## src/hdl/nts_pkg.sv

```systemverilog
// Package for the navigation type signature scanner.
// Holds the signature table, field widths, register map constants and the
// event tag type. No dependencies.
`timescale 1ns / 1ps
`default_nettype none

package nts_pkg;

    localparam int BYTE_W     = 8;
    localparam int WINDOW_W   = 32;
    localparam int INDEX_W    = 5;
    localparam int FILL_W     = 3;
    localparam int NUM_SIGS   = 19;
    localparam int START_OFS_W = 24;

    // The window holds four bytes once it is full.
    localparam logic [FILL_W-1:0] FILL_FULL = 3'd4;

    // APB register map: one 32-bit register per word.
    localparam int APB_ADDR_W = 3;
    localparam int APB_DATA_W = 32;
    localparam logic [0:0] REG_START_OFFSET = 1'b0;

    // Four-character type names, first character in the top byte.
    localparam logic [WINDOW_W-1:0] SIG_TABLE [NUM_SIGS] = '{
        32'h41495243, 32'h444D5350, 32'h474D5358, 32'h474F4553, 32'h47524146,
        32'h47564152, 32'h4C414C4F, 32'h4C414D42, 32'h4D455243, 32'h4D4F4C4C,
        32'h4D534154, 32'h4D534720, 32'h4E4F5752, 32'h50532020, 32'h52414452,
        32'h52454354, 32'h53494E20, 32'h54414E43, 32'h5449524F
    };

    // Classification of one finished scan, handed from front to back.
    typedef struct packed {
        logic               found;
        logic [INDEX_W-1:0] type_index;
    } nts_tag_t;

endpackage

`default_nettype wire

```

## src/hdl/nts_ifs.sv

```systemverilog
// Channel interfaces for the signature scanner: the byte stream and the result.
// Depends on nts_pkg for field widths.
`timescale 1ns / 1ps
`default_nettype none

interface nts_byte_if;
    import nts_pkg::*;

    logic              valid;
    logic              ready;
    logic [BYTE_W-1:0] data_byte;
    logic              restart;
    logic              last_byte;

    modport source (output valid, output data_byte, output restart, output last_byte,
                    input ready);
    modport sink   (input valid, input data_byte, input restart, input last_byte,
                    output ready);
endinterface

interface nts_result_if #(parameter int OFFSET_BITS = 24);
    import nts_pkg::*;

    logic                   valid;
    logic                   ready;
    logic                   found;
    logic [INDEX_W-1:0]     type_index;
    logic [OFFSET_BITS-1:0] match_offset;

    modport source (output valid, output found, output type_index, output match_offset,
                    input ready);
    modport sink   (input valid, input found, input type_index, input match_offset,
                    output ready);
endinterface

`default_nettype wire

```

## src/hdl/nts_front.sv

```systemverilog
// Front end of the scanner: takes bytes, keeps the window and scan position,
// and classifies each byte. Depends on nts_pkg and nts_byte_if.
`timescale 1ns / 1ps
`default_nettype none

module nts_front #(
    parameter int OFFSET_BITS = 24
) (
    input  wire logic                   clk,
    input  wire logic                   rst_n,
    nts_byte_if.sink                    in_ch,
    input  wire logic                   push_ready,
    output logic                        push_valid,
    output nts_pkg::nts_tag_t           push_tag,
    output logic [OFFSET_BITS-1:0]      push_first
);
    import nts_pkg::*;

    localparam logic [OFFSET_BITS-1:0] POS_MAX = {OFFSET_BITS{1'b1}};
    localparam logic [OFFSET_BITS-1:0] LEAD    = OFFSET_BITS'(3);

    logic [WINDOW_W-1:0]    window_reg, window_next;
    logic [FILL_W-1:0]      fill_reg, fill_next;
    logic [OFFSET_BITS-1:0] pos_reg, pos_next;
    logic                   done_reg;

    logic [WINDOW_W-1:0]    window_eff;
    logic [FILL_W-1:0]      fill_eff;
    logic [OFFSET_BITS-1:0] pos_eff;
    logic                   done_eff;
    logic                   accept;
    logic                   hit;
    logic [INDEX_W-1:0]     hit_idx;
    logic                   match;

    assign in_ch.ready = push_ready;
    assign accept      = in_ch.valid && in_ch.ready;

    // A restart clears the scan before the byte itself is taken in.
    always_comb
    begin
        window_eff = in_ch.restart ? '0 : window_reg;
        fill_eff   = in_ch.restart ? '0 : fill_reg;
        pos_eff    = in_ch.restart ? '0 : pos_reg;
        done_eff   = in_ch.restart ? 1'b0 : done_reg;

        window_next = {window_eff[WINDOW_W-BYTE_W-1:0], in_ch.data_byte};
        fill_next   = (fill_eff == FILL_FULL) ? fill_eff : fill_eff + FILL_W'(1);
        pos_next    = (pos_eff == POS_MAX) ? pos_eff : pos_eff + OFFSET_BITS'(1);
    end

    // Parallel compare against every name; the lowest index wins.
    always_comb
    begin
        hit     = 1'b0;
        hit_idx = '0;
        for (int i = NUM_SIGS - 1; i >= 0; i--)
        begin
            if (window_next == SIG_TABLE[i])
            begin
                hit     = 1'b1;
                hit_idx = INDEX_W'(i);
            end
        end
    end

    assign match = hit && (fill_next == FILL_FULL);

    always_comb
    begin
        push_valid          = accept && !done_eff && (match || in_ch.last_byte);
        push_tag.found      = match;
        push_tag.type_index = match ? hit_idx : '0;
        if (!match)
            push_first = '0;
        else if (pos_eff >= LEAD)
            push_first = pos_eff - LEAD;
        else
            push_first = '0;
    end

    always_ff @(posedge clk or negedge rst_n)
    begin
        if (!rst_n)
        begin
            window_reg <= '0;
            fill_reg   <= '0;
            pos_reg    <= '0;
            done_reg   <= 1'b0;
        end
        else if (accept && !done_eff)
        begin
            window_reg <= window_next;
            fill_reg   <= fill_next;
            pos_reg    <= pos_next;
            done_reg   <= match || in_ch.last_byte;
        end
    end

    // The queue must have room whenever a result is produced.
    a_push_has_room: assert property (@(posedge clk) disable iff (!rst_n)
        push_valid |-> push_ready)
        else $error("front pushed into a full queue");

    // Every reported result closes the scan until a restart.
    a_push_closes_scan: assert property (@(posedge clk) disable iff (!rst_n)
        push_valid |=> done_reg)
        else $error("scan not closed after a result");

    // A match is only reported once four bytes are in the window.
    a_match_needs_full: assert property (@(posedge clk) disable iff (!rst_n)
        (push_valid && push_tag.found) |-> (fill_next == FILL_FULL))
        else $error("match reported with a partial window");

endmodule

`default_nettype wire

```

## src/hdl/nts_queue.sv

```systemverilog
// Two-entry queue that decouples the scanner front end from the back end.
// Depends on nts_pkg for the event tag type.
`timescale 1ns / 1ps
`default_nettype none

module nts_queue #(
    parameter int OFFSET_BITS = 24
) (
    input  wire logic                   clk,
    input  wire logic                   rst_n,
    input  wire logic                   push_valid,
    output logic                        push_ready,
    input  wire nts_pkg::nts_tag_t      push_tag,
    input  wire logic [OFFSET_BITS-1:0] push_first,
    output logic                        pop_valid,
    input  wire logic                   pop_ready,
    output nts_pkg::nts_tag_t           pop_tag,
    output logic [OFFSET_BITS-1:0]      pop_first
);
    import nts_pkg::*;

    localparam int DEPTH = 2;
    localparam int PTR_W = 1;
    localparam int CNT_W = 2;

    nts_tag_t               tag_q   [DEPTH];
    logic [OFFSET_BITS-1:0] first_q [DEPTH];
    logic [PTR_W-1:0]       wr_ptr_reg, rd_ptr_reg;
    logic [CNT_W-1:0]       count_reg, count_next;
    logic                   do_push, do_pop;

    assign push_ready = (count_reg != CNT_W'(DEPTH));
    assign pop_valid  = (count_reg != '0);
    assign do_push    = push_valid && push_ready;
    assign do_pop     = pop_valid && pop_ready;
    assign pop_tag    = tag_q[rd_ptr_reg];
    assign pop_first  = first_q[rd_ptr_reg];

    always_comb
    begin
        count_next = count_reg;
        if (do_push && !do_pop)
            count_next = count_reg + CNT_W'(1);
        else if (do_pop && !do_push)
            count_next = count_reg - CNT_W'(1);
    end

    always_ff @(posedge clk)
    begin
        if (do_push)
        begin
            tag_q[wr_ptr_reg]   <= push_tag;
            first_q[wr_ptr_reg] <= push_first;
        end
    end

    always_ff @(posedge clk or negedge rst_n)
    begin
        if (!rst_n)
        begin
            wr_ptr_reg <= '0;
            rd_ptr_reg <= '0;
            count_reg  <= '0;
        end
        else
        begin
            if (do_push)
                wr_ptr_reg <= wr_ptr_reg + PTR_W'(1);
            if (do_pop)
                rd_ptr_reg <= rd_ptr_reg + PTR_W'(1);
            count_reg <= count_next;
        end
    end

endmodule

`default_nettype wire

```

## src/hdl/nts_back.sv

```systemverilog
// Back end of the scanner: forms the reported offset and holds the result
// register. Depends on nts_pkg and nts_result_if.
`timescale 1ns / 1ps
`default_nettype none

module nts_back #(
    parameter int OFFSET_BITS = 24
) (
    input  wire logic                           clk,
    input  wire logic                           rst_n,
    input  wire logic [nts_pkg::START_OFS_W-1:0] start_offset,
    input  wire logic                           pop_valid,
    output logic                                pop_ready,
    input  wire nts_pkg::nts_tag_t              pop_tag,
    input  wire logic [OFFSET_BITS-1:0]         pop_first,
    nts_result_if.source                        out_ch
);
    import nts_pkg::*;

    localparam int SUM_W = ((OFFSET_BITS > START_OFS_W) ? OFFSET_BITS : START_OFS_W) + 1;
    localparam logic [SUM_W-1:0] OFS_MAX =
        {{(SUM_W - OFFSET_BITS){1'b0}}, {OFFSET_BITS{1'b1}}};

    logic                   valid_reg;
    logic                   found_reg;
    logic [INDEX_W-1:0]     index_reg;
    logic [OFFSET_BITS-1:0] offset_reg;
    logic [SUM_W-1:0]       sum;
    logic [OFFSET_BITS-1:0] offset_next;
    logic                   load;

    assign pop_ready = !valid_reg || out_ch.ready;
    assign load      = pop_valid && pop_ready;

    // The offset saturates at the top of the offset range.
    always_comb
    begin
        sum = SUM_W'(start_offset) + SUM_W'(pop_first);
        if (!pop_tag.found)
            offset_next = '0;
        else if (sum > OFS_MAX)
            offset_next = OFS_MAX[OFFSET_BITS-1:0];
        else
            offset_next = sum[OFFSET_BITS-1:0];
    end

    always_ff @(posedge clk or negedge rst_n)
    begin
        if (!rst_n)
            valid_reg <= 1'b0;
        else if (pop_ready)
            valid_reg <= pop_valid;
    end

    always_ff @(posedge clk)
    begin
        if (load)
        begin
            found_reg  <= pop_tag.found;
            index_reg  <= pop_tag.type_index;
            offset_reg <= offset_next;
        end
    end

    assign out_ch.valid        = valid_reg;
    assign out_ch.found        = found_reg;
    assign out_ch.type_index   = index_reg;
    assign out_ch.match_offset = offset_reg;

    // A not-found result carries zero index and zero offset.
    a_not_found_zero: assert property (@(posedge clk) disable iff (!rst_n)
        (out_ch.valid && !out_ch.found) |->
            (out_ch.type_index == '0 && out_ch.match_offset == '0))
        else $error("not-found result with nonzero payload");

endmodule

`default_nettype wire

```

## src/hdl/nav_type_signature_scanner_core.sv

```systemverilog
// Navigation type signature scanner, top level. Takes a byte stream one byte
// per cycle while the queue has room and looks for one of 19 four-character
// navigation type names in the last four bytes. Once a name matches, a single
// found request carries the name's index and the offset of its first byte
// (start_offset plus the scan position, saturating at 2^OFFSET_BITS-1); if the
// stream ends with no match a single not-found request is given instead. After
// either, bytes are ignored until one arrives with restart set, which clears
// the scan before that byte is taken in. The block sustains one byte per clock
// while the queue has room: the window shift and the 19 parallel compares are
// combinational in the front end. A result passes through the two-entry queue
// and then the output register before it is offered on the output channel.
// The queue and the output register absorb output stalls, so bytes keep
// flowing while fewer than three results are pending. The start_offset
// register sits at APB address 0 and should only be written while no scan
// result is pending. Depends on nts_pkg and nts_ifs.
`timescale 1ns / 1ps
`default_nettype none

module nav_type_signature_scanner_core #(
    parameter int OFFSET_BITS = 24
) (
    input  wire logic                          clk,
    input  wire logic                          rst_n,
    input  wire logic                          psel,
    input  wire logic                          penable,
    input  wire logic                          pwrite,
    input  wire logic [nts_pkg::APB_ADDR_W-1:0] paddr,
    input  wire logic [nts_pkg::APB_DATA_W-1:0] pwdata,
    output logic      [nts_pkg::APB_DATA_W-1:0] prdata,
    output logic                               pready,
    nts_byte_if.sink                           in_ch,
    nts_result_if.source                       out_ch
);
    import nts_pkg::*;

    logic [START_OFS_W-1:0] start_offset_reg;
    logic                   reg_sel;
    logic                   reg_write;

    logic                   push_valid, push_ready;
    nts_tag_t               push_tag;
    logic [OFFSET_BITS-1:0] push_first;
    logic                   pop_valid, pop_ready;
    nts_tag_t               pop_tag;
    logic [OFFSET_BITS-1:0] pop_first;

    // Register access: the word index is the address above the byte lanes.
    assign pready    = 1'b1;
    assign reg_sel   = (paddr[APB_ADDR_W-1:2] == REG_START_OFFSET);
    assign reg_write = psel && penable && pwrite && pready && reg_sel;

    always_ff @(posedge clk or negedge rst_n)
    begin
        if (!rst_n)
            start_offset_reg <= '0;
        else if (reg_write)
            start_offset_reg <= pwdata[START_OFS_W-1:0];
    end

    always_comb
    begin
        if (reg_sel)
            prdata = APB_DATA_W'(start_offset_reg);
        else
            prdata = '0;
    end

    // Front end: window, position and classification of each byte.
    nts_front #(
        .OFFSET_BITS (OFFSET_BITS)
    ) u_front (
        .clk        (clk),
        .rst_n      (rst_n),
        .in_ch      (in_ch),
        .push_ready (push_ready),
        .push_valid (push_valid),
        .push_tag   (push_tag),
        .push_first (push_first)
    );

    // Short queue so the front keeps taking bytes while the output stalls.
    nts_queue #(
        .OFFSET_BITS (OFFSET_BITS)
    ) u_queue (
        .clk        (clk),
        .rst_n      (rst_n),
        .push_valid (push_valid),
        .push_ready (push_ready),
        .push_tag   (push_tag),
        .push_first (push_first),
        .pop_valid  (pop_valid),
        .pop_ready  (pop_ready),
        .pop_tag    (pop_tag),
        .pop_first  (pop_first)
    );

    // Back end: offset arithmetic and the output register.
    nts_back #(
        .OFFSET_BITS (OFFSET_BITS)
    ) u_back (
        .clk          (clk),
        .rst_n        (rst_n),
        .start_offset (start_offset_reg),
        .pop_valid    (pop_valid),
        .pop_ready    (pop_ready),
        .pop_tag      (pop_tag),
        .pop_first    (pop_first),
        .out_ch       (out_ch)
    );

endmodule

`default_nettype wire
```

## src/flat_wrapper.sv

```systemverilog
// flat-port wrapper written by rule: the top's interface ports become plain ports
module nav_type_signature_scanner_core_flat import nts_pkg::*;
#(
    parameter int OFFSET_BITS = 24
)
  (clk, rst_n, psel, penable, pwrite, paddr, pwdata, prdata, pready, in_ch_valid, in_ch_data_byte, in_ch_restart, in_ch_last_byte, in_ch_ready, out_ch_valid, out_ch_found, out_ch_type_index, out_ch_match_offset, out_ch_ready);
  nts_byte_if in_ch_i ();
  nts_result_if #(.OFFSET_BITS(OFFSET_BITS)) out_ch_i ();
  input  wire logic clk;
  input  wire logic rst_n;
  input  wire logic psel;
  input  wire logic penable;
  input  wire logic pwrite;
  input  wire logic [nts_pkg::APB_ADDR_W-1:0] paddr;
  input  wire logic [nts_pkg::APB_DATA_W-1:0] pwdata;
  output logic      [nts_pkg::APB_DATA_W-1:0] prdata;
  output logic pready;
  input wire logic [$bits(in_ch_i.valid)-1:0] in_ch_valid;
  input wire logic [$bits(in_ch_i.data_byte)-1:0] in_ch_data_byte;
  input wire logic [$bits(in_ch_i.restart)-1:0] in_ch_restart;
  input wire logic [$bits(in_ch_i.last_byte)-1:0] in_ch_last_byte;
  output wire logic [$bits(in_ch_i.ready)-1:0] in_ch_ready;
  output wire logic [$bits(out_ch_i.valid)-1:0] out_ch_valid;
  output wire logic [$bits(out_ch_i.found)-1:0] out_ch_found;
  output wire logic [$bits(out_ch_i.type_index)-1:0] out_ch_type_index;
  output wire logic [$bits(out_ch_i.match_offset)-1:0] out_ch_match_offset;
  input wire logic [$bits(out_ch_i.ready)-1:0] out_ch_ready;
  assign in_ch_i.valid = in_ch_valid;
  assign in_ch_i.data_byte = in_ch_data_byte;
  assign in_ch_i.restart = in_ch_restart;
  assign in_ch_i.last_byte = in_ch_last_byte;
  assign in_ch_ready = in_ch_i.ready;
  assign out_ch_valid = out_ch_i.valid;
  assign out_ch_found = out_ch_i.found;
  assign out_ch_type_index = out_ch_i.type_index;
  assign out_ch_match_offset = out_ch_i.match_offset;
  assign out_ch_i.ready = out_ch_ready;
  nav_type_signature_scanner_core #(.OFFSET_BITS(OFFSET_BITS)) u_core (.clk(clk), .rst_n(rst_n), .psel(psel), .penable(penable), .pwrite(pwrite), .paddr(paddr), .pwdata(pwdata), .prdata(prdata), .pready(pready), .in_ch(in_ch_i), .out_ch(out_ch_i));
endmodule
```

## config.mk

```make
export PLATFORM = sky130hd
export DESIGN_NAME = nav_type_signature_scanner_core_flat
export DESIGN_NICKNAME = d
export VERILOG_FILES = /design/src/hdl/nts_pkg.sv /design/src/hdl/nts_ifs.sv /design/src/hdl/nts_front.sv /design/src/hdl/nts_queue.sv /design/src/hdl/nts_back.sv /design/src/hdl/nav_type_signature_scanner_core.sv /design/src/flat_wrapper.sv
export SDC_FILE = /design/constraint.sdc
export NUM_CORES = 1
export LEC_CHECK = 0
export ABC_CLOCK_PERIOD_IN_PS = 6100
export BUFFER_PORTS_ARGS = -buffer_cell sky130_fd_sc_hd__buf_2
export CORE_AREA = 2 2 135 137
export DETAILED_ROUTE_END_ITERATION = 6
export DIE_AREA = 0 0 137 139
export GPL_TIMING_DRIVEN = 1
export PLACE_DENSITY = 0.79
export SLEW_MARGIN = 10
export SYNTH_ARGS = -nofsm -noshare
export SYNTH_HDL_FRONTEND = slang
export SYNTH_SLANG_ARGS = --single-unit
```

## constraint.sdc

```tcl
create_clock -name clk -period 6.1 [get_ports clk]
set_clock_uncertainty 0.15 [all_clocks]
set_input_delay 1.22 -clock clk [delete_from_list [all_inputs] [get_ports clk]]
set_output_delay 1.22 -clock clk [all_outputs]
set_load 0.01 [all_outputs]
```

# Yosys cells after proc, flatten, opt, wreduce, memory -nomap -nowiden
# Memories as Yosys holds them, arrays and structs flattened.
# Cells that the tools add are included.
# op_classes
bitwise,1
n_reduce_logical,19
order_cmp,2
eq_ne,23
mux,53
add_sub_neg,8
# ops
op,count
$eq 32x31->1 const B,19
$mux 24,7
$mux 5,20
$add 24x24->25,1
$gt 25x24->1 const B,1
$add 24x1->24 const B,1
$eq 24x24->1 const B,1
$ge 24x2->1 const B,1
$sub 24x2->24 const B,1
$mux 1,22
$logic_and 1x1->1,11
$eq 3x3->1 const B,2
$mux 3,2
$logic_not 1->1,4
$mux 2,2
$reduce_bool 2->1,2
$add 3x1->3 const B,1
$add 1x1->1 const B,2
$add 2x1->2 const B,1
$logic_or 1x1->1,2
$ne 2x2->1 const B,1
$sub 2x1->2 const B,1
$not 1->1,1
# totals
ramBits,60
word_cells,120
out_inout_bits,65
in_bits,52
ff_bits,111
mem_count,2
# memory_table
name,words,word_bits,rd,rd_clocked_by_memory_dff,write_ports,line,text
u_core.u_queue.first_q,2,24,1,0,1,nts_queue.sv:27,logic [OFFSET_BITS-1:0] first_q [DEPTH];
u_core.u_queue.tag_q,2,6,1,0,1,nts_queue.sv:26,nts_tag_t tag_q [DEPTH];

# Logic depth before layout (Yosys ltp)
# Gate-level depths: netlist of run 1.
# logic_depth
ltp_word,29
ltp_mapped,16
mapped_depth_nobuf,13

# Modules after synthesis
# Synthesis of run 1 repeated with hierarchy kept, for this count alone.
# unflattened
hier_cells,1020
hier_area_um2,10440.0
# modules_own_cells
mod,cells_each,area_each_um2,instances,seq_area_each_um2
nts_front,601,4499.3,1,1301.2
nts_queue,111,2384.8,1,1901.8
nts_back,220,2328.5,1,925.9
nav_type_signature_scanner_core,88,1227.4,1,600.6

# Least setup slack after synthesis of run 1
# No wires, ideal clock.
# synth_timing
path_type,input to register
from,input port in_ch_restart
to,"memory u_core.u_queue.first_q[1][0], enable pin"
setup_ps,463
t_arrival_ps,5836
n_path_buf,3
path_stages,11
t_required_ps,5487
setup_slack_ps,-349
cell_sequence,buf_2 inv_1 clkbuf_1 buf_1 nand2_1 ha_1 nor3b_1 o21ai_0 a211oi_1 o31ai_2 a211oi_1
# synth_between
elab_chain_cells,27
elab_cells_between_ends,53
classes_between,add/sub (1); eq/ne (21); mux (25); reduce/logical (6)
# synth_rtl
item,line,text
start: declaration,flat_wrapper.sv:20,input wire logic [$bits(in_ch_i.restart)-1:0] in_ch_restart;
$mux 24,nts_front.sv:42,window_eff = in_ch.restart ? '0 : window_reg;
$eq 32x31->1,nts_front.sv:59,if (window_next == SIG_TABLE[i])
$mux 1 (19 in a row),nts_front.sv:59,
$logic_and 1x1->1,nts_front.sv:67,assign match = hit && (fill_next == FILL_FULL);
$logic_or 1x1->1,nts_front.sv:71,push_valid = accept && !done_eff && (match || in_ch.last_byte);
$logic_and 1x1->1 *,nts_front.sv:71,
$logic_and 1x1->1 *,nts_queue.sv:34,assign do_push = push_valid && push_ready;
$mux 1 *,nts_queue.sv:50,if (do_push)
$mux 1 (implied by the code) *,nts_queue.sv:53,first_q[wr_ptr_reg] <= push_first;
end: declaration,nts_queue.sv:27,
# Mark *: on every way between the ends. The rest lies on a longest branch, timed or not.

# Final worst setup path of run 1
# layout_timing
from,input port in_ch_restart
to,register u_core.u_queue.count_reg[1]
# layout_between
elab_chain_cells,28
elab_cells_between_ends,56
classes_between,add/sub (1); eq/ne (21); mux (24); reduce/logical (10)
# layout_rtl
item,line,text
$mux 24,nts_front.sv:42,
$eq 32x31->1,nts_front.sv:59,
$mux 1 (19 in a row),nts_front.sv:59,
$logic_and 1x1->1,nts_front.sv:67,
$logic_or 1x1->1,nts_front.sv:71,
$logic_and 1x1->1 *,nts_front.sv:71,
$logic_and 1x1->1 *,nts_queue.sv:34,
via u_core.u_queue.do_push,nts_queue.sv:30,"logic do_push, do_pop;"
$logic_not 1->1,nts_queue.sv:44,else if (do_pop && !do_push)
$logic_and 1x1->1,nts_queue.sv:44,
$reduce_bool 2->1 (no source line),n/a,
end signal: assignment,nts_queue.sv:71,count_reg <= count_next;
end: declaration,nts_queue.sv:29,"logic [CNT_W-1:0] count_reg, count_next;"
# Mark *: on every way through the listed nets, which the timed path passes. The rest lies on a longest branch.
# A chain may end at the register's enable or synchronous reset.

==> tab_implementation.tex, run 1 <==
\begin{tabular}{lr}
\hline
Metric & Value \\
\hline
\multicolumn{2}{l}{\textbf{Placement}} \\
\quad Post-Place Worst Slack & about 1.2 ns \\
\quad Placed inst area & approximately 0.011 mm2 \\
\quad Port Buffer Count & 97 \\
\quad Final weighted congestion of routability-driven global placement & around 0.94 \\
\quad DPL Wire Length & between 15 and 20 mm \\
\multicolumn{2}{l}{\textbf{Pwr}} \\
\quad Design Power & roughly 4.9 mW \\
\quad Peak ir drop on the vdd network & about 0.29 mV \\
\quad Power Density & about 430 mW/mm2 \\
\quad Leakage power & 4.38 nW \\
\multicolumn{2}{l}{\textbf{Floorplanning}} \\
\quad Total Die Area & approximately 0.019 mm2 \\
\quad Top Ports & about 120 \\
\quad Initial core utilization & 0.577 \\
\quad Number of standard-cell rows in the floorplan & between 40 and 50 \\
\quad Core Box Area & roughly 0.018 mm2 \\
\quad Y dimension of the die & around 140 um \\
\quad Die W & around 140 um \\
\multicolumn{2}{l}{\textbf{Setup path}} \\
\quad Buffering stage count on the worst path with inverters included & 2 \\
\quad Internal reg-to-reg setup slack & 1.74 ns \\
\quad Endpoint type of the worst setup path & flip-flop \\
\quad Maximum fanout along the worst path & 40 \\
\quad Startpoint type of the worst setup path & input port \\
\quad Class of the most critical setup path & in -> reg \\
\quad Arr. time, crit path & 4.75 ns \\
\quad Critical Path Max Stage Delay & about 0.76 ns \\
\quad Worst-path cell with the longest stage delay & sky130\_fd\_sc\_hd\_\_o31ai\_2 \\
\quad Delay-heaviest family, CP & compound AO/OA/AOI/OAI gates \\
\quad Required time of the critical path & around 6.3 ns \\
\quad Cell chain of the critical path & buf\_2, buf\_4, and3b\_1, nand3\_1, or4\_1, a21boi\_1, nand3\_1, o31ai\_2, a21oi\_1, ha\_1, xor2\_1, nor2\_1, xor2\_1 \\
\multicolumn{2}{l}{\textbf{Synth}} \\
\quad Biggest area consumer among synthesized cells & sky130\_fd\_sc\_hd\_\_edfxtp\_1 \\
\quad Share of synthesized area spent on multiplexers & 0.0637 \\
\quad Post-synthesis compound-gate area fraction & 0.143 \\
\quad Simple-gate share of the synthesized area & 0.217 \\
\quad Mean post-synth cell area & 9.88 um2 \\
\quad Post-synthesis sequential element count & 171 \\
\quad Cells taking the most area after synthesis & sky130\_fd\_sc\_hd\_\_edfxtp\_1, sky130\_fd\_sc\_hd\_\_dfrtp\_1, sky130\_fd\_sc\_hd\_\_mux2\_2, sky130\_fd\_sc\_hd\_\_nand2\_1, sky130\_fd\_sc\_hd\_\_a21oi\_1 \\
\quad Warnings from Yosys & 0 \\
\quad Post-Synth Adder-Cell Area & 0.0363 \\
\quad Top cell type's share of synthesized area & 0.265 \\
\quad Async SR Flop Fraction & 0.474 \\
\quad Synth unique cells & 77 \\
\quad Register area share after synthesis & 0.464 \\
\quad Gate count after technology mapping & 1032 \\
\quad Xor and xnor area share after synthesis & 0.0395 \\
\quad Largest family of logic cells by synthesized area & simple AND/OR/NAND/NOR gates \\
\quad Most common flop cell mapped by yosys & sky130\_fd\_sc\_hd\_\_edfxtp\_1 \\
\quad Combined area of all synthesized cells & between 0.01 and 0.015 mm2 \\
\quad EDFF count, synth & 90 \\
\multicolumn{2}{l}{\textbf{Layout}} \\
\quad Count of fill cells added during filler insertion & about 1400 \\
\quad Final layout net count & between 1000 and 1500 \\
\quad Highest-count cells in the layout ignoring fill and taps & sky130\_fd\_sc\_hd\_\_nand2\_1, sky130\_fd\_sc\_hd\_\_buf\_2, sky130\_fd\_sc\_hd\_\_edfxtp\_1 \\
\quad Number of flip-flops in the largest register & 48 \\
\quad Final design utilization & 0.650 \\
\quad Area occupied by registers & 0.00473 mm2 \\
\quad Number of diodes added for antenna fixing & 0 \\
\quad Most flops, register & u\_core.u\_queue.first\_q \\
\quad Area growth syn-to-layout & 12.5\% \\
\quad Fraction of layout cells with a size suffix above 1 & 0.204 \\
\quad Multi-input gate area & 0.00516 mm2 \\
\quad Most frequent standard cell in the layout excluding fill and tap cells & sky130\_fd\_sc\_hd\_\_nand2\_1 \\
\quad Post-layout instance area & 0.0115 mm2 \\
\multicolumn{2}{l}{\textbf{Clock tree}} \\
\quad Clock root cell & sky130\_fd\_sc\_hd\_\_clkbuf\_16 \\
\quad Clock H-tree levels & 4 \\
\quad Hold-fix buffer count after cts & 0 \\
\quad Clock Tree Buf Depth & 2 \\
\quad Setup Fix Bufs, Post-CTS & 0 \\
\quad Sink Count & $\sim$170 \\
\quad Clock-pin slew on the worst setup and hold paths & approximately 0.070 ns \\
\quad TritonCTS clock tree & done \\
\quad Resize count post-CTS & 0 \\
\quad Clk Latency, worst-skew pair & $\sim$0.43 ns \\
\quad TritonCTS Buffers & 17 \\
\multicolumn{2}{l}{\textbf{Route}} \\
\quad Met3 routed WL & approximately 1.2 mm \\
\quad Post-detailed-route via-to-cell ratio & 6.02 \\
\quad Number of search-and-repair iterations in the first detailed-routing pass & 5 \\
\quad Amount of wire on met2 after detailed routing & roughly 12 mm \\
\quad Starting DRC count in detailed routing & 590 \\
\quad DRC violation count after routing & 0 \\
\quad Wire length on met1 & around 11 mm \\
\quad Final routed wire length divided by cell count & between 15 and 20 um \\
\quad Total wire length & 25.1 mm \\
\quad Final ANT Viol Nets & 0 \\
\quad Detailed-route via count & $\sim$8100 \\
\quad DR top layer & met4 \\
\multicolumn{2}{l}{\textbf{Run}} \\
\quad Number of maximum-capacitance constraint violations & 0 \\
\multicolumn{2}{l}{\textbf{Global route}} \\
\quad Maximum number of pins on one net before global-route repair & between 80 and 90 \\
\quad Aggregate global-route resource usage & 0.273 \\
\quad Vias in the first global route & 7842 \\
\quad Grt ovf & 0 \\
\quad Number of antenna violations at the first check in global routing & 0 \\
\quad Wire length of the first global-routing pass & 40.9 mm \\
\multicolumn{2}{l}{\textbf{Timing}} \\
\quad Final hold viol count & 0 \\
\quad Unrepaired setup endpoints after global routing & false \\
\quad Number of slew-limit violations in the final report & 0 \\
\quad Final worst-path setup slack & approximately 1.5 ns \\
\quad Relative slew margins & 0.244 \\
\quad Actual slew at the worst max-slew pin & between 1 and 1.5 ns \\
\quad Peak Freq & 220 MHz \\
\quad Post-layout min period & 4.55 ns \\
\quad Count of final setup violators & 0 \\
\quad Fin crit share & 0.747 \\
\multicolumn{2}{l}{\textbf{Run status}} \\
\quad Run status & finished clean \\
\multicolumn{2}{l}{\textbf{Worst hold path}} \\
\quad Class of the tightest hold or removal check & reg -> reg \\
\hline
\end{tabular}
cells in the mapped netlist (6+ instances only):
library cell               count
sky130_fd_sc_hd__a211oi_1      7
sky130_fd_sc_hd__a21o_1       10
sky130_fd_sc_hd__a21oi_1      75
sky130_fd_sc_hd__a21oi_2      11
sky130_fd_sc_hd__a31oi_1       7
sky130_fd_sc_hd__and3_1       11
sky130_fd_sc_hd__buf_1         7
sky130_fd_sc_hd__buf_2         8
sky130_fd_sc_hd__buf_4         9
sky130_fd_sc_hd__clkbuf_1     36
sky130_fd_sc_hd__dfrtp_1      81
sky130_fd_sc_hd__edfxtp_1     90
sky130_fd_sc_hd__ha_1         28
sky130_fd_sc_hd__inv_1        20
sky130_fd_sc_hd__mux2_2       55
sky130_fd_sc_hd__nand2_1     127
sky130_fd_sc_hd__nand2b_1     14
sky130_fd_sc_hd__nand3_1      33
sky130_fd_sc_hd__nand4_1      23
sky130_fd_sc_hd__nor2_1       61
sky130_fd_sc_hd__nor2b_1      44
sky130_fd_sc_hd__nor3_1       26
sky130_fd_sc_hd__nor3b_1      12
sky130_fd_sc_hd__nor4_1       20
sky130_fd_sc_hd__o211ai_1     11
sky130_fd_sc_hd__o21ai_0      44
sky130_fd_sc_hd__o21bai_1      6
sky130_fd_sc_hd__or4_1         7
sky130_fd_sc_hd__xnor2_1      25
sky130_fd_sc_hd__xor2_1       21
stage by stage:
step                hold WS (ns)  std cells  TNS [ns]
finish                     0.332       1352         0
detailed placement         0.318       1320         0
global placement           0.307       1320         0
CTS                        0.334       1352         0
floorplan                  0.296       1039    -20.93
global route               0.368       1352         0
path summary, 6_finish.rpt:
check | from | to | cells after the start
min in group asynchronous | rst_n | u_core.u_front.pos_reg[6] | 1
worst max register to register | u_core.u_queue.rd_ptr_reg | u_core.u_back.out_ch.match_offset[14] | 10
worst min register to register | u_core.u_front.fill_reg[1] | u_core.u_front.fill_reg[1] | 2
worst max-delay path | in_ch_restart | u_core.u_queue.count_reg[1] | 13
max in group asynchronous | rst_n | u_core.start_offset_reg[22] | 1
worst min-delay path | u_core.u_front.fill_reg[1] | u_core.u_front.fill_reg[1] | 2
report_power, final:
group	internal, mW	leakage (nW)	switching, mW
registers	1.58	1.83	0.307
clock network	0.626	0.294	0.468
logic	0.820	2.26	1.10
worst reg2reg max path: stages, from the launching register on:
cell                       delay, ns
sky130_fd_sc_hd__dfrtp_1        0.86
sky130_fd_sc_hd__buf_4          0.37
sky130_fd_sc_hd__mux2_2         0.39
sky130_fd_sc_hd__ha_1           0.34
sky130_fd_sc_hd__a21o_1         0.20
sky130_fd_sc_hd__a221oi_1       0.48
sky130_fd_sc_hd__o21a_1         0.26
sky130_fd_sc_hd__o21ai_0        0.19
sky130_fd_sc_hd__o311ai_1       0.48
sky130_fd_sc_hd__mux2i_1        0.26
sky130_fd_sc_hd__a41oi_1        0.12
cells by family after synthesis:
kind of cell,count (synthesis)
adders and majority gates,29
other,2
DFF,171
buffers and inverters,83
AOI/OAI and AO/OA,224
muxes,58
xor gates and xnor gates,46
and+or+nand+nor,419
routing by layer:
layer | vias up | global-route usage
li1 | 3946 | -
met1 | 3894 | 0.376
met2 | 267 | 0.448
met3 | 30 | 0.0497
met4 | 0 | 0.0624
met5 | - | 0
final cells by class:
class | count | area share
Clock inverter | 13 | 0.0136
Inverter | 21 | 0.00687
Multi-Input combinational cell | 785 | 0.450
Timing Repair Buffer | 114 | 0.0537
Tap cell | 229 | 0.0250
Clock buffer | 19 | 0.0386
Sequential cell | 171 | 0.412
Power figures use the tool's default switching activity.
==> run 2, diff against run 1 <==
Settings changed: ABC_CLOCK_PERIOD_IN_PS 6100 to 4180, CORE_AREA 2 2 135 137 to 2 2 141 143, DIE_AREA 0 0 137 139 to 0 0 143 145, PLACE_DENSITY 0.79 to 0.76.
Clock period 6.1 ns to 4.18 ns, I/O delays scaled along.
==> run 2 against run 1 <==
  * Power grew 46%
  * Count of clock-buffer cells in the layout grew 2
  * Core utilization shrank 4.0 points
  * Final cell count grew 4.2%
  * Setup slack lost 1.3 ns
  * Routed wire length shrank 2.4%
  * Global-route usage shrank 3.0 points
  * Critical endpoint is now u_core.u_back.out_ch.match_offset[14]
  * Highest routed layer unchanged
==> tab_implementation.tex, run 2 (synthesis gave the netlist of run 1 again) <==
\begin{tabular}{lr}
\hline
Metric & Value \\
\hline
\multicolumn{2}{l}{\textbf{Run status}} \\
\quad Run status & finished clean \\
\multicolumn{2}{l}{\textbf{Floorplanning}} \\
\quad Top Ports & 117 \\
\quad Number of standard-cell rows in the floorplan & 51 \\
\quad Total Die Area & 0.0207 mm2 \\
\quad Die W & 143 um \\
\quad Y dimension of the die & between 100 and 150 um \\
\quad Initial core utilization & 0.531 \\
\quad Core Box Area & between 0.015 and 0.02 mm2 \\
\multicolumn{2}{l}{\textbf{Layout}} \\
\quad Final layout net count & 1212 \\
\quad Area growth syn-to-layout & 14.9\% \\
\quad Count of fill cells added during filler insertion & $\sim$1500 \\
\quad Final instance count without filler cells & between 1000 and 1500 \\
\quad Number of diodes added for antenna fixing & 0 \\
\quad Multi-input gate area & 0.00518 mm2 \\
\quad Fraction of layout cells with a size suffix above 1 & 0.220 \\
\quad Number of flip-flops in the largest register & 48 \\
\quad Most frequent standard cell in the layout excluding fill and tap cells & sky130\_fd\_sc\_hd\_\_nand2\_1 \\
\quad Highest-count cells in the layout ignoring fill and taps & sky130\_fd\_sc\_hd\_\_nand2\_1, sky130\_fd\_sc\_hd\_\_buf\_2, sky130\_fd\_sc\_hd\_\_edfxtp\_1 \\
\quad Most flops, register & u\_core.u\_queue.first\_q \\
\quad Area occupied by registers & approximately 0.0047 mm2 \\
\quad Post-layout instance area & roughly 0.012 mm2 \\
\multicolumn{2}{l}{\textbf{Pwr}} \\
\quad Power Density & approximately 610 mW/mm2 \\
\quad Design Power & 7.15 mW \\
\quad Leakage power & 4.48 nW \\
\quad Peak ir drop on the vdd network & 0.310 mV \\
\multicolumn{2}{l}{\textbf{Route}} \\
\quad Starting DRC count in detailed routing & approximately 670 \\
\quad Number of search-and-repair iterations in the first detailed-routing pass & 5 \\
\quad Final routed wire length divided by cell count & approximately 17 um \\
\quad Total wire length & 24.5 mm \\
\quad Detailed-route via count & 8245 \\
\quad Post-detailed-route via-to-cell ratio & a little under 6 \\
\quad Final ANT Viol Nets & 0 \\
\quad DRC violation count after routing & 0 \\
\multicolumn{2}{l}{\textbf{Placement}} \\
\quad Post-Place Cells & approximately 1400 \\
\quad DPL Wire Length & about 18 mm \\
\quad Final weighted congestion of routability-driven global placement & around 0.97 \\
\quad Placed inst area & 0.0111 mm2 \\
\quad Port Buffer Count & 97 \\
\multicolumn{2}{l}{\textbf{Timing}} \\
\quad Number of slew-limit violations in the final report & 0 \\
\quad Actual slew at the worst max-slew pin & approximately 1.1 ns \\
\quad Final hold viol count & 0 \\
\quad Fin crit share & 0.943 \\
\quad TNS Setup & 0 ns \\
\quad Final worst hold slack & between 0.3 and 0.4 ns \\
\quad Count of final setup violators & 0 \\
\quad Relative slew margins & 0.251 \\
\quad Peak Freq & between 200 and 300 MHz \\
\quad Post-layout min period & about 3.9 ns \\
\quad Unrepaired setup endpoints after global routing & false \\
\multicolumn{2}{l}{\textbf{Clock tree}} \\
\quad Setup Fix Bufs, Post-CTS & 0 \\
\quad Clock H-tree levels & 4 \\
\quad TritonCTS clock tree & done \\
\quad Clock root cell & sky130\_fd\_sc\_hd\_\_clkbuf\_16 \\
\quad TritonCTS Buffers & 17 \\
\quad Clock-pin slew on the worst setup and hold paths & about 0.070 ns \\
\quad Sink Count & 171 \\
\quad Clock Tree Buf Depth & 2 \\
\quad Clk Latency, worst-skew pair & about 0.43 ns \\
\multicolumn{2}{l}{\textbf{Setup path}} \\
\quad Class of the most critical setup path & reg -> reg \\
\quad Startpoint type of the worst setup path & flip-flop \\
\quad Required time of the critical path & between 4 and 5 ns \\
\quad Cell chain of the critical path & mux2\_2, ha\_1, fa\_1, a21o\_1, a221oi\_1, nor4b\_1, o21ai\_1, nand2\_1, a31oi\_1, buf\_4, a41oi\_1 \\
\quad Worst-path cell with the longest stage delay & sky130\_fd\_sc\_hd\_\_dfrtp\_1 \\
\quad Worst R2R Start & u\_core.u\_queue.rd\_ptr\_reg \\
\quad Critical Path Max Stage Delay & between 0.4 and 0.5 ns \\
\quad Endpoint type of the worst setup path & flip-flop \\
\quad Arr. time, crit path & 3.95 ns \\
\quad Maximum fanout along the worst path & 23 \\
\quad FF-to-FF End & u\_core.u\_back.out\_ch.match\_offset[14] \\
\quad Internal reg-to-reg setup slack & around 0.24 ns \\
\quad Logic depth of the worst register-to-register path & 11 \\
\multicolumn{2}{l}{\textbf{Global route}} \\
\quad Vias in the first global route & slightly below 8000 \\
\quad Maximum number of pins on one net before global-route repair & 61 \\
\quad Grt ovf & 0 \\
\quad Number of antenna violations at the first check in global routing & 0 \\
\quad Aggregate global-route resource usage & 0.242 \\
\quad Wire length of the first global-routing pass & about 40 mm \\
\multicolumn{2}{l}{\textbf{Worst hold path}} \\
\quad Class of the tightest hold or removal check & in -> async \\
\multicolumn{2}{l}{\textbf{Run}} \\
\quad Number of maximum-capacitance constraint violations & 0 \\
\hline
\end{tabular}
[run 2: changes by cell type in the layout (fill, tap and decap cells not counted), sizes merged]
| cell | delta |
|---|---|
| buf | +21 |
| bufinv | -1 |
| clkbuf | +2 |
| clkinv | -1 |
| clkinvlp | +3 |
| inv | -3 |
[run 2: how the worst max path moves through the flow]
| stage | slack (ns) | cells after the start | start | to |
|---|---|---|---|---|
| 6_report | 0.24 | 11 | u_core.u_queue.rd_ptr_reg | u_core.u_back.out_ch.match_offset[14] |
| 5_1_grt | 0.08 | 11 | u_core.u_queue.rd_ptr_reg | u_core.u_back.out_ch.match_offset[14] |
| 4_1_cts | 0.26 | 11 | u_core.u_queue.rd_ptr_reg | u_core.u_back.out_ch.match_offset[14] |
| 3_5_place_dp | 0.24 | 13 | in_ch_restart | u_core.u_queue.count_reg[1] |
| 3_3_place_gp | 0.27 | 14 | in_ch_restart | u_core.u_queue.count_reg[1] |
| 2_1_floorplan | 0.007 | 11 | in_ch_restart | u_core.u_queue.first_q[0][0] |
[run 2: final cells by class]
type,count,share of cell area
Multi-Input combinational cell,785,0.443
Sequential cell,171,0.404
Timing Repair Buffer,135,0.0692
Clock buffer,21,0.0394
Tap cell,265,0.0283
Clock inverter,11,0.00962
Inverter,21,0.00673
[run 2: where the power goes]
part / switching, mW / leakage, nW / internal (mW) / total (mW)
Clock: 0.679 / 0.271 / 0.865 / 1.54
Sequential: 0.400 / 1.83 / 2.30 / 2.70
Combinational: 1.66 / 2.37 / 1.25 / 2.90
Total: 2.74 / 4.48 / 4.41 / 7.15
[run 2: timing repair]
item | CTS | global route
gates resized for setup | 0 | 2
setup endpoints to repair | 0 | 1
hold buffers | 0 | 0
[run 2: metal layers]
layer | GRT usage | vias up | wire (um)
met2 | 0.403 | 260 | 11900
met1 | 0.319 | 3956 | 10800
li1 | - | 3979 | -
met4 | 0.0837 | 0 | 615
met5 | 0 | - | 0
met3 | 0.0416 | 50 | 1200
[run 2: through the flow]
step                      setup WS (ns)   util
after floorplan                 0.00741      -
after global placement            0.273  0.579
after detailed placement          0.242  0.579
after CTS                         0.260  0.609
after global routing             0.0764  0.610
final                             0.237  0.610
[run 2: critical path: cells and delay by family, from the launching register on]
family          cells  cell delay (ns)
buf+inv             1             0.26
fa+ha+maj           2             0.65
flops               1             0.48
compound gates      5             1.37
mux                 1             0.39
simple gates        2             0.35
==> run 3, diff against run 2 <==
Settings changed: ABC_AREA from default to 1, CORE_AREA 2 2 141 143 to 2 2 142 144, DIE_AREA 0 0 143 145 to 0 0 144 146, PLACE_DENSITY 0.76 to 0.77.
==> run 3 against run 2 <==
  * Synthesized cell count up 29%
  * Count of clock-buffer cells in the layout is 4 lower
  * Largest cell class unchanged
  * Final area about the same
  * Flip-flop and latch count did not move
  * Die area grew 1.4%
  * Largest power group unchanged
  * Routed wire length fell by 2.5%
==> tab_implementation.tex, run 3 <==
\begin{tabular}{lr}
\hline
Metric & Value \\
\hline
\multicolumn{2}{l}{\textbf{Run status}} \\
\quad Run status & finished clean \\
\multicolumn{2}{l}{\textbf{Setup path}} \\
\quad Internal reg-to-reg setup slack & 0.47 ns \\
\quad Endpoint type of the worst setup path & flip-flop \\
\quad FF-to-FF End & u\_core.u\_back.out\_ch.match\_offset[20] \\
\quad Worst R2R Start & u\_core.u\_queue.rd\_ptr\_reg \\
\quad Maximum fanout along the worst path & 19 \\
\quad Startpoint type of the worst setup path & flip-flop \\
\quad Required time of the critical path & between 4 and 5 ns \\
\quad Class of the most critical setup path & reg -> reg \\
\quad Arr. time, crit path & between 3 and 4 ns \\
\quad Logic depth of the worst register-to-register path & 15 \\
\multicolumn{2}{l}{\textbf{Floorplanning}} \\
\quad Core Box Area & between 0.015 and 0.02 mm2 \\
\quad Initial core utilization & 0.538 \\
\quad Y dimension of the die & between 100 and 150 um \\
\quad Total Die Area & roughly 0.021 mm2 \\
\quad Number of standard-cell rows in the floorplan & between 50 and 60 \\
\quad Die W & approximately 140 um \\
\quad Top Ports & 117 \\
\multicolumn{2}{l}{\textbf{Timing}} \\
\quad Final worst-path setup slack & between 0.4 and 0.5 ns \\
\quad Final hold viol count & 0 \\
\quad Post-layout min period & approximately 3.7 ns \\
\quad Fin crit share & 0.888 \\
\quad Peak Freq & 269 MHz \\
\quad Unrepaired setup endpoints after global routing & false \\
\quad Number of slew-limit violations in the final report & 0 \\
\quad TNS Setup & 0 ns \\
\quad Actual slew at the worst max-slew pin & around 0.84 ns \\
\quad Count of final setup violators & 0 \\
\quad Relative slew margins & 0.442 \\
\multicolumn{2}{l}{\textbf{Synth}} \\
\quad Post-Synth Adder-Cell Area & 0.0356 \\
\quad Cells taking the most area after synthesis & sky130\_fd\_sc\_hd\_\_edfxtp\_1, sky130\_fd\_sc\_hd\_\_dfrtp\_1, sky130\_fd\_sc\_hd\_\_nand2\_1, sky130\_fd\_sc\_hd\_\_nor2\_1, sky130\_fd\_sc\_hd\_\_inv\_1 \\
\quad Mean post-synth cell area & 7.80 um2 \\
\quad Share of synthesized area spent on multiplexers & 0 \\
\quad Top cell type's share of synthesized area & 0.260 \\
\quad Gate count after technology mapping & around 1300 \\
\quad Warnings from Yosys & 0 \\
\quad Register area share after synthesis & 0.455 \\
\quad EDFF count, synth & 90 \\
\quad Async SR Flop Fraction & 0.474 \\
\quad Post-synthesis compound-gate area fraction & 0.0880 \\
\quad Largest family of logic cells by synthesized area & simple AND/OR/NAND/NOR gates \\
\quad Most numerous cell types in the synthesized netlist & sky130\_fd\_sc\_hd\_\_nand2\_1, sky130\_fd\_sc\_hd\_\_nor2\_1, sky130\_fd\_sc\_hd\_\_inv\_1 \\
\quad Synth unique cells & 46 \\
\quad Post-synthesis sequential element count & approximately 170 \\
\quad Combined area of all synthesized cells & $\sim$0.010 mm2 \\
\quad Xor and xnor area share after synthesis & 0.0430 \\
\quad Most common flop cell mapped by yosys & sky130\_fd\_sc\_hd\_\_edfxtp\_1 \\
\quad Biggest area consumer among synthesized cells & sky130\_fd\_sc\_hd\_\_edfxtp\_1 \\
\quad Simple-gate share of the synthesized area & 0.290 \\
\quad Count leader, synth & sky130\_fd\_sc\_hd\_\_nand2\_1 \\
\multicolumn{2}{l}{\textbf{Pwr}} \\
\quad Comb power frac & 0.429 \\
\quad Peak ir drop on the vdd network & slightly above 0.3 mV \\
\quad Power Density & approximately 620 mW/mm2 \\
\quad Switching Share & 0.409 \\
\quad P\_sw & 2.99 mW \\
\quad Leakage power & about 5.5 nW \\
\quad Clock power share & 0.223 \\
\quad Proportion of power drawn by flip-flops and latches & 0.348 \\
\quad Cell Int Power & approximately 4.3 mW \\
\multicolumn{2}{l}{\textbf{Clock tree}} \\
\quad Setup Fix Bufs, Post-CTS & 0 \\
\quad Resize count post-CTS & 0 \\
\quad Clock Tree Buf Depth & 2 \\
\quad Sink Count & 171 \\
\quad TritonCTS Buffers & 17 \\
\quad Clk Latency, worst-skew pair & 0.43 ns \\
\quad Hold-fix buffer count after cts & 0 \\
\quad TritonCTS clock tree & done \\
\quad Clock H-tree levels & 4 \\
\quad Clock root cell & sky130\_fd\_sc\_hd\_\_clkbuf\_16 \\
\quad Clock-pin slew on the worst setup and hold paths & 0.07 ns \\
\multicolumn{2}{l}{\textbf{Placement}} \\
\quad DPL Wire Length & around 18 mm \\
\quad Port Buffer Count & 97 \\
\quad Final weighted congestion of routability-driven global placement & between 0.9 and 1 \\
\quad Placed inst area & 0.0111 mm2 \\
\quad Post-Place Worst Slack & about 0.21 ns \\
\multicolumn{2}{l}{\textbf{Global route}} \\
\quad Maximum number of pins on one net before global-route repair & just over 60 \\
\quad Number of antenna violations at the first check in global routing & 0 \\
\quad Vias in the first global route & 8434 \\
\quad Wire length of the first global-routing pass & between 30 and 40 mm \\
\quad Aggregate global-route resource usage & 0.236 \\
\quad Grt ovf & 0 \\
\multicolumn{2}{l}{\textbf{Worst hold path}} \\
\quad Class of the tightest hold or removal check & reg -> reg \\
\quad Cell depth of the worst min-delay path & 1 \\
\quad Worst-case hold path end point & u\_core.u\_queue.count\_reg[0] \\
\quad Hold path start & u\_core.u\_queue.count\_reg[0] \\
\multicolumn{2}{l}{\textbf{Layout}} \\
\quad Number of flip-flops in the largest register & between 40 and 50 \\
\quad Final layout net count & around 1500 \\
\quad Area growth syn-to-layout & 12.6\% \\
\quad Number of diodes added for antenna fixing & 0 \\
\quad Fraction of layout cells with a size suffix above 1 & 0.150 \\
\quad Post-layout instance area & 0.0117 mm2 \\
\quad Most frequent standard cell in the layout excluding fill and tap cells & sky130\_fd\_sc\_hd\_\_nand2\_1 \\
\quad Highest-count cells in the layout ignoring fill and taps & sky130\_fd\_sc\_hd\_\_nand2\_1, sky130\_fd\_sc\_hd\_\_nor2\_1, sky130\_fd\_sc\_hd\_\_inv\_1 \\
\quad Count of fill cells added during filler insertion & between 1500 and 2000 \\
\quad Most flops, register & u\_core.u\_queue.first\_q \\
\multicolumn{2}{l}{\textbf{Route}} \\
\quad Starting DRC count in detailed routing & $\sim$530 \\
\quad DRC violation count after routing & 0 \\
\quad Final routed wire length divided by cell count & 14.1 um \\
\quad Post-detailed-route via-to-cell ratio & approximately 5.2 \\
\quad Final ANT Viol Nets & 0 \\
\quad Number of search-and-repair iterations in the first detailed-routing pass & 5 \\
\quad Total wire length & 23.9 mm \\
\quad Detailed-route via count & around 9000 \\
\multicolumn{2}{l}{\textbf{Run}} \\
\quad Number of maximum-capacitance constraint violations & 0 \\
\hline
\end{tabular}
run 3: changes by cell type after synthesis, moves of 12 or more:
cell                       change
sky130_fd_sc_hd__o21ai_0      +36
sky130_fd_sc_hd__nand2b_1     -14
sky130_fd_sc_hd__clkbuf_1     -12
sky130_fd_sc_hd__mux2_2       -55
sky130_fd_sc_hd__xnor2_1      -12
sky130_fd_sc_hd__nor4_1       -18
sky130_fd_sc_hd__inv_1       +135
sky130_fd_sc_hd__xor2_1       +17
sky130_fd_sc_hd__nor3_1       -12
sky130_fd_sc_hd__nor2b_1      -44
sky130_fd_sc_hd__nor2_2       +30
sky130_fd_sc_hd__nand2_1     +188
sky130_fd_sc_hd__nor2_1      +154
sky130_fd_sc_hd__nand3_1      +34
run 3: worst max-delay path: stages, from the launching register on:
cell and delay (ns):
sky130_fd_sc_hd__dfrtp_1 0.38, sky130_fd_sc_hd__inv_1 0.30, sky130_fd_sc_hd__buf_4 0.31, sky130_fd_sc_hd__nand2_1 0.09, sky130_fd_sc_hd__nand2_1 0.08, sky130_fd_sc_hd__ha_1 0.28, sky130_fd_sc_hd__a21oi_1 0.21, sky130_fd_sc_hd__a21boi_0 0.19
sky130_fd_sc_hd__nand3_1 0.18, sky130_fd_sc_hd__a21oi_1 0.35, sky130_fd_sc_hd__o21ai_0 0.14, sky130_fd_sc_hd__buf_4 0.19, sky130_fd_sc_hd__inv_1 0.34, sky130_fd_sc_hd__o21ai_0 0.16, sky130_fd_sc_hd__nand2_1 0.08, sky130_fd_sc_hd__inv_1 0.04
run 3: logic make-up after synthesis:
family          after synthesis
compound gates              171
xor+xnor                     51
fa+ha+maj                    29
buf+inv                     210
flops                       171
other cells                   2
simple gates                698
run 3: layout make-up:
| type | count | area [um2] | share of cell area |
|---|---|---|---|
| Inverter | 165 | 624 | 0.0534 |
| Sequential cell | 171 | 4730 | 0.404 |
| Multi-Input combinational cell | 958 | 4800 | 0.410 |
| Clock inverter | 15 | 180 | 0.0154 |
| Tap cell | 265 | 332 | 0.0283 |
| Clock buffer | 17 | 425 | 0.0364 |
| Timing Repair Buffer | 110 | 611 | 0.0522 |
run 3: routing by layer:
layer	track usage	wire [um]
met1	0.302	10800
met2	0.409	11900
met3	0.0398	897
met4	0.0657	325
met5	0	0
run 3: how the worst max path moves through the flow:
stage                                                 end  cells past startpoint                       from
floorplan                    u_core.u_queue.first_q[1][0]                     15              in_ch_restart
global placement              u_core.u_queue.count_reg[1]                     19              in_ch_restart
detailed placement            u_core.u_queue.count_reg[1]                     19              in_ch_restart
CTS                 u_core.u_back.out_ch.match_offset[20]                     15  u_core.u_queue.rd_ptr_reg
global route        u_core.u_back.out_ch.match_offset[20]                     15  u_core.u_queue.rd_ptr_reg
finish              u_core.u_back.out_ch.match_offset[20]                     15  u_core.u_queue.rd_ptr_reg
run 3: stage by stage:
| step | util | hold slack [ns] | total power, mW | cells |
|---|---|---|---|---|
| 3_3_place_gp | 0.574 | 0.305 | 5.60 | 1669 |
| 4_1_cts | 0.605 | 0.328 | 7.33 | 1701 |
| 3_5_place_dp | 0.574 | 0.314 | 5.69 | 1669 |
| 5_1_grt | 0.605 | 0.348 | 7.88 | 1701 |
| 6_report | 0.605 | 0.329 | 7.30 | 1701 |
| 2_1_floorplan | - | 0.292 | 4.79 | 1339 |
run 3: power by group through the flow:
stage | clock, mW | sequential, mW | combinational, mW
after floorplan | 0 | 2.62 | 2.17
after global placement | 0 | 2.55 | 3.05
after detailed placement | 0 | 2.57 | 3.12
after CTS | 1.66 | 2.54 | 3.14
after global routing | 1.72 | 2.59 | 3.57
final | 1.63 | 2.54 | 3.13
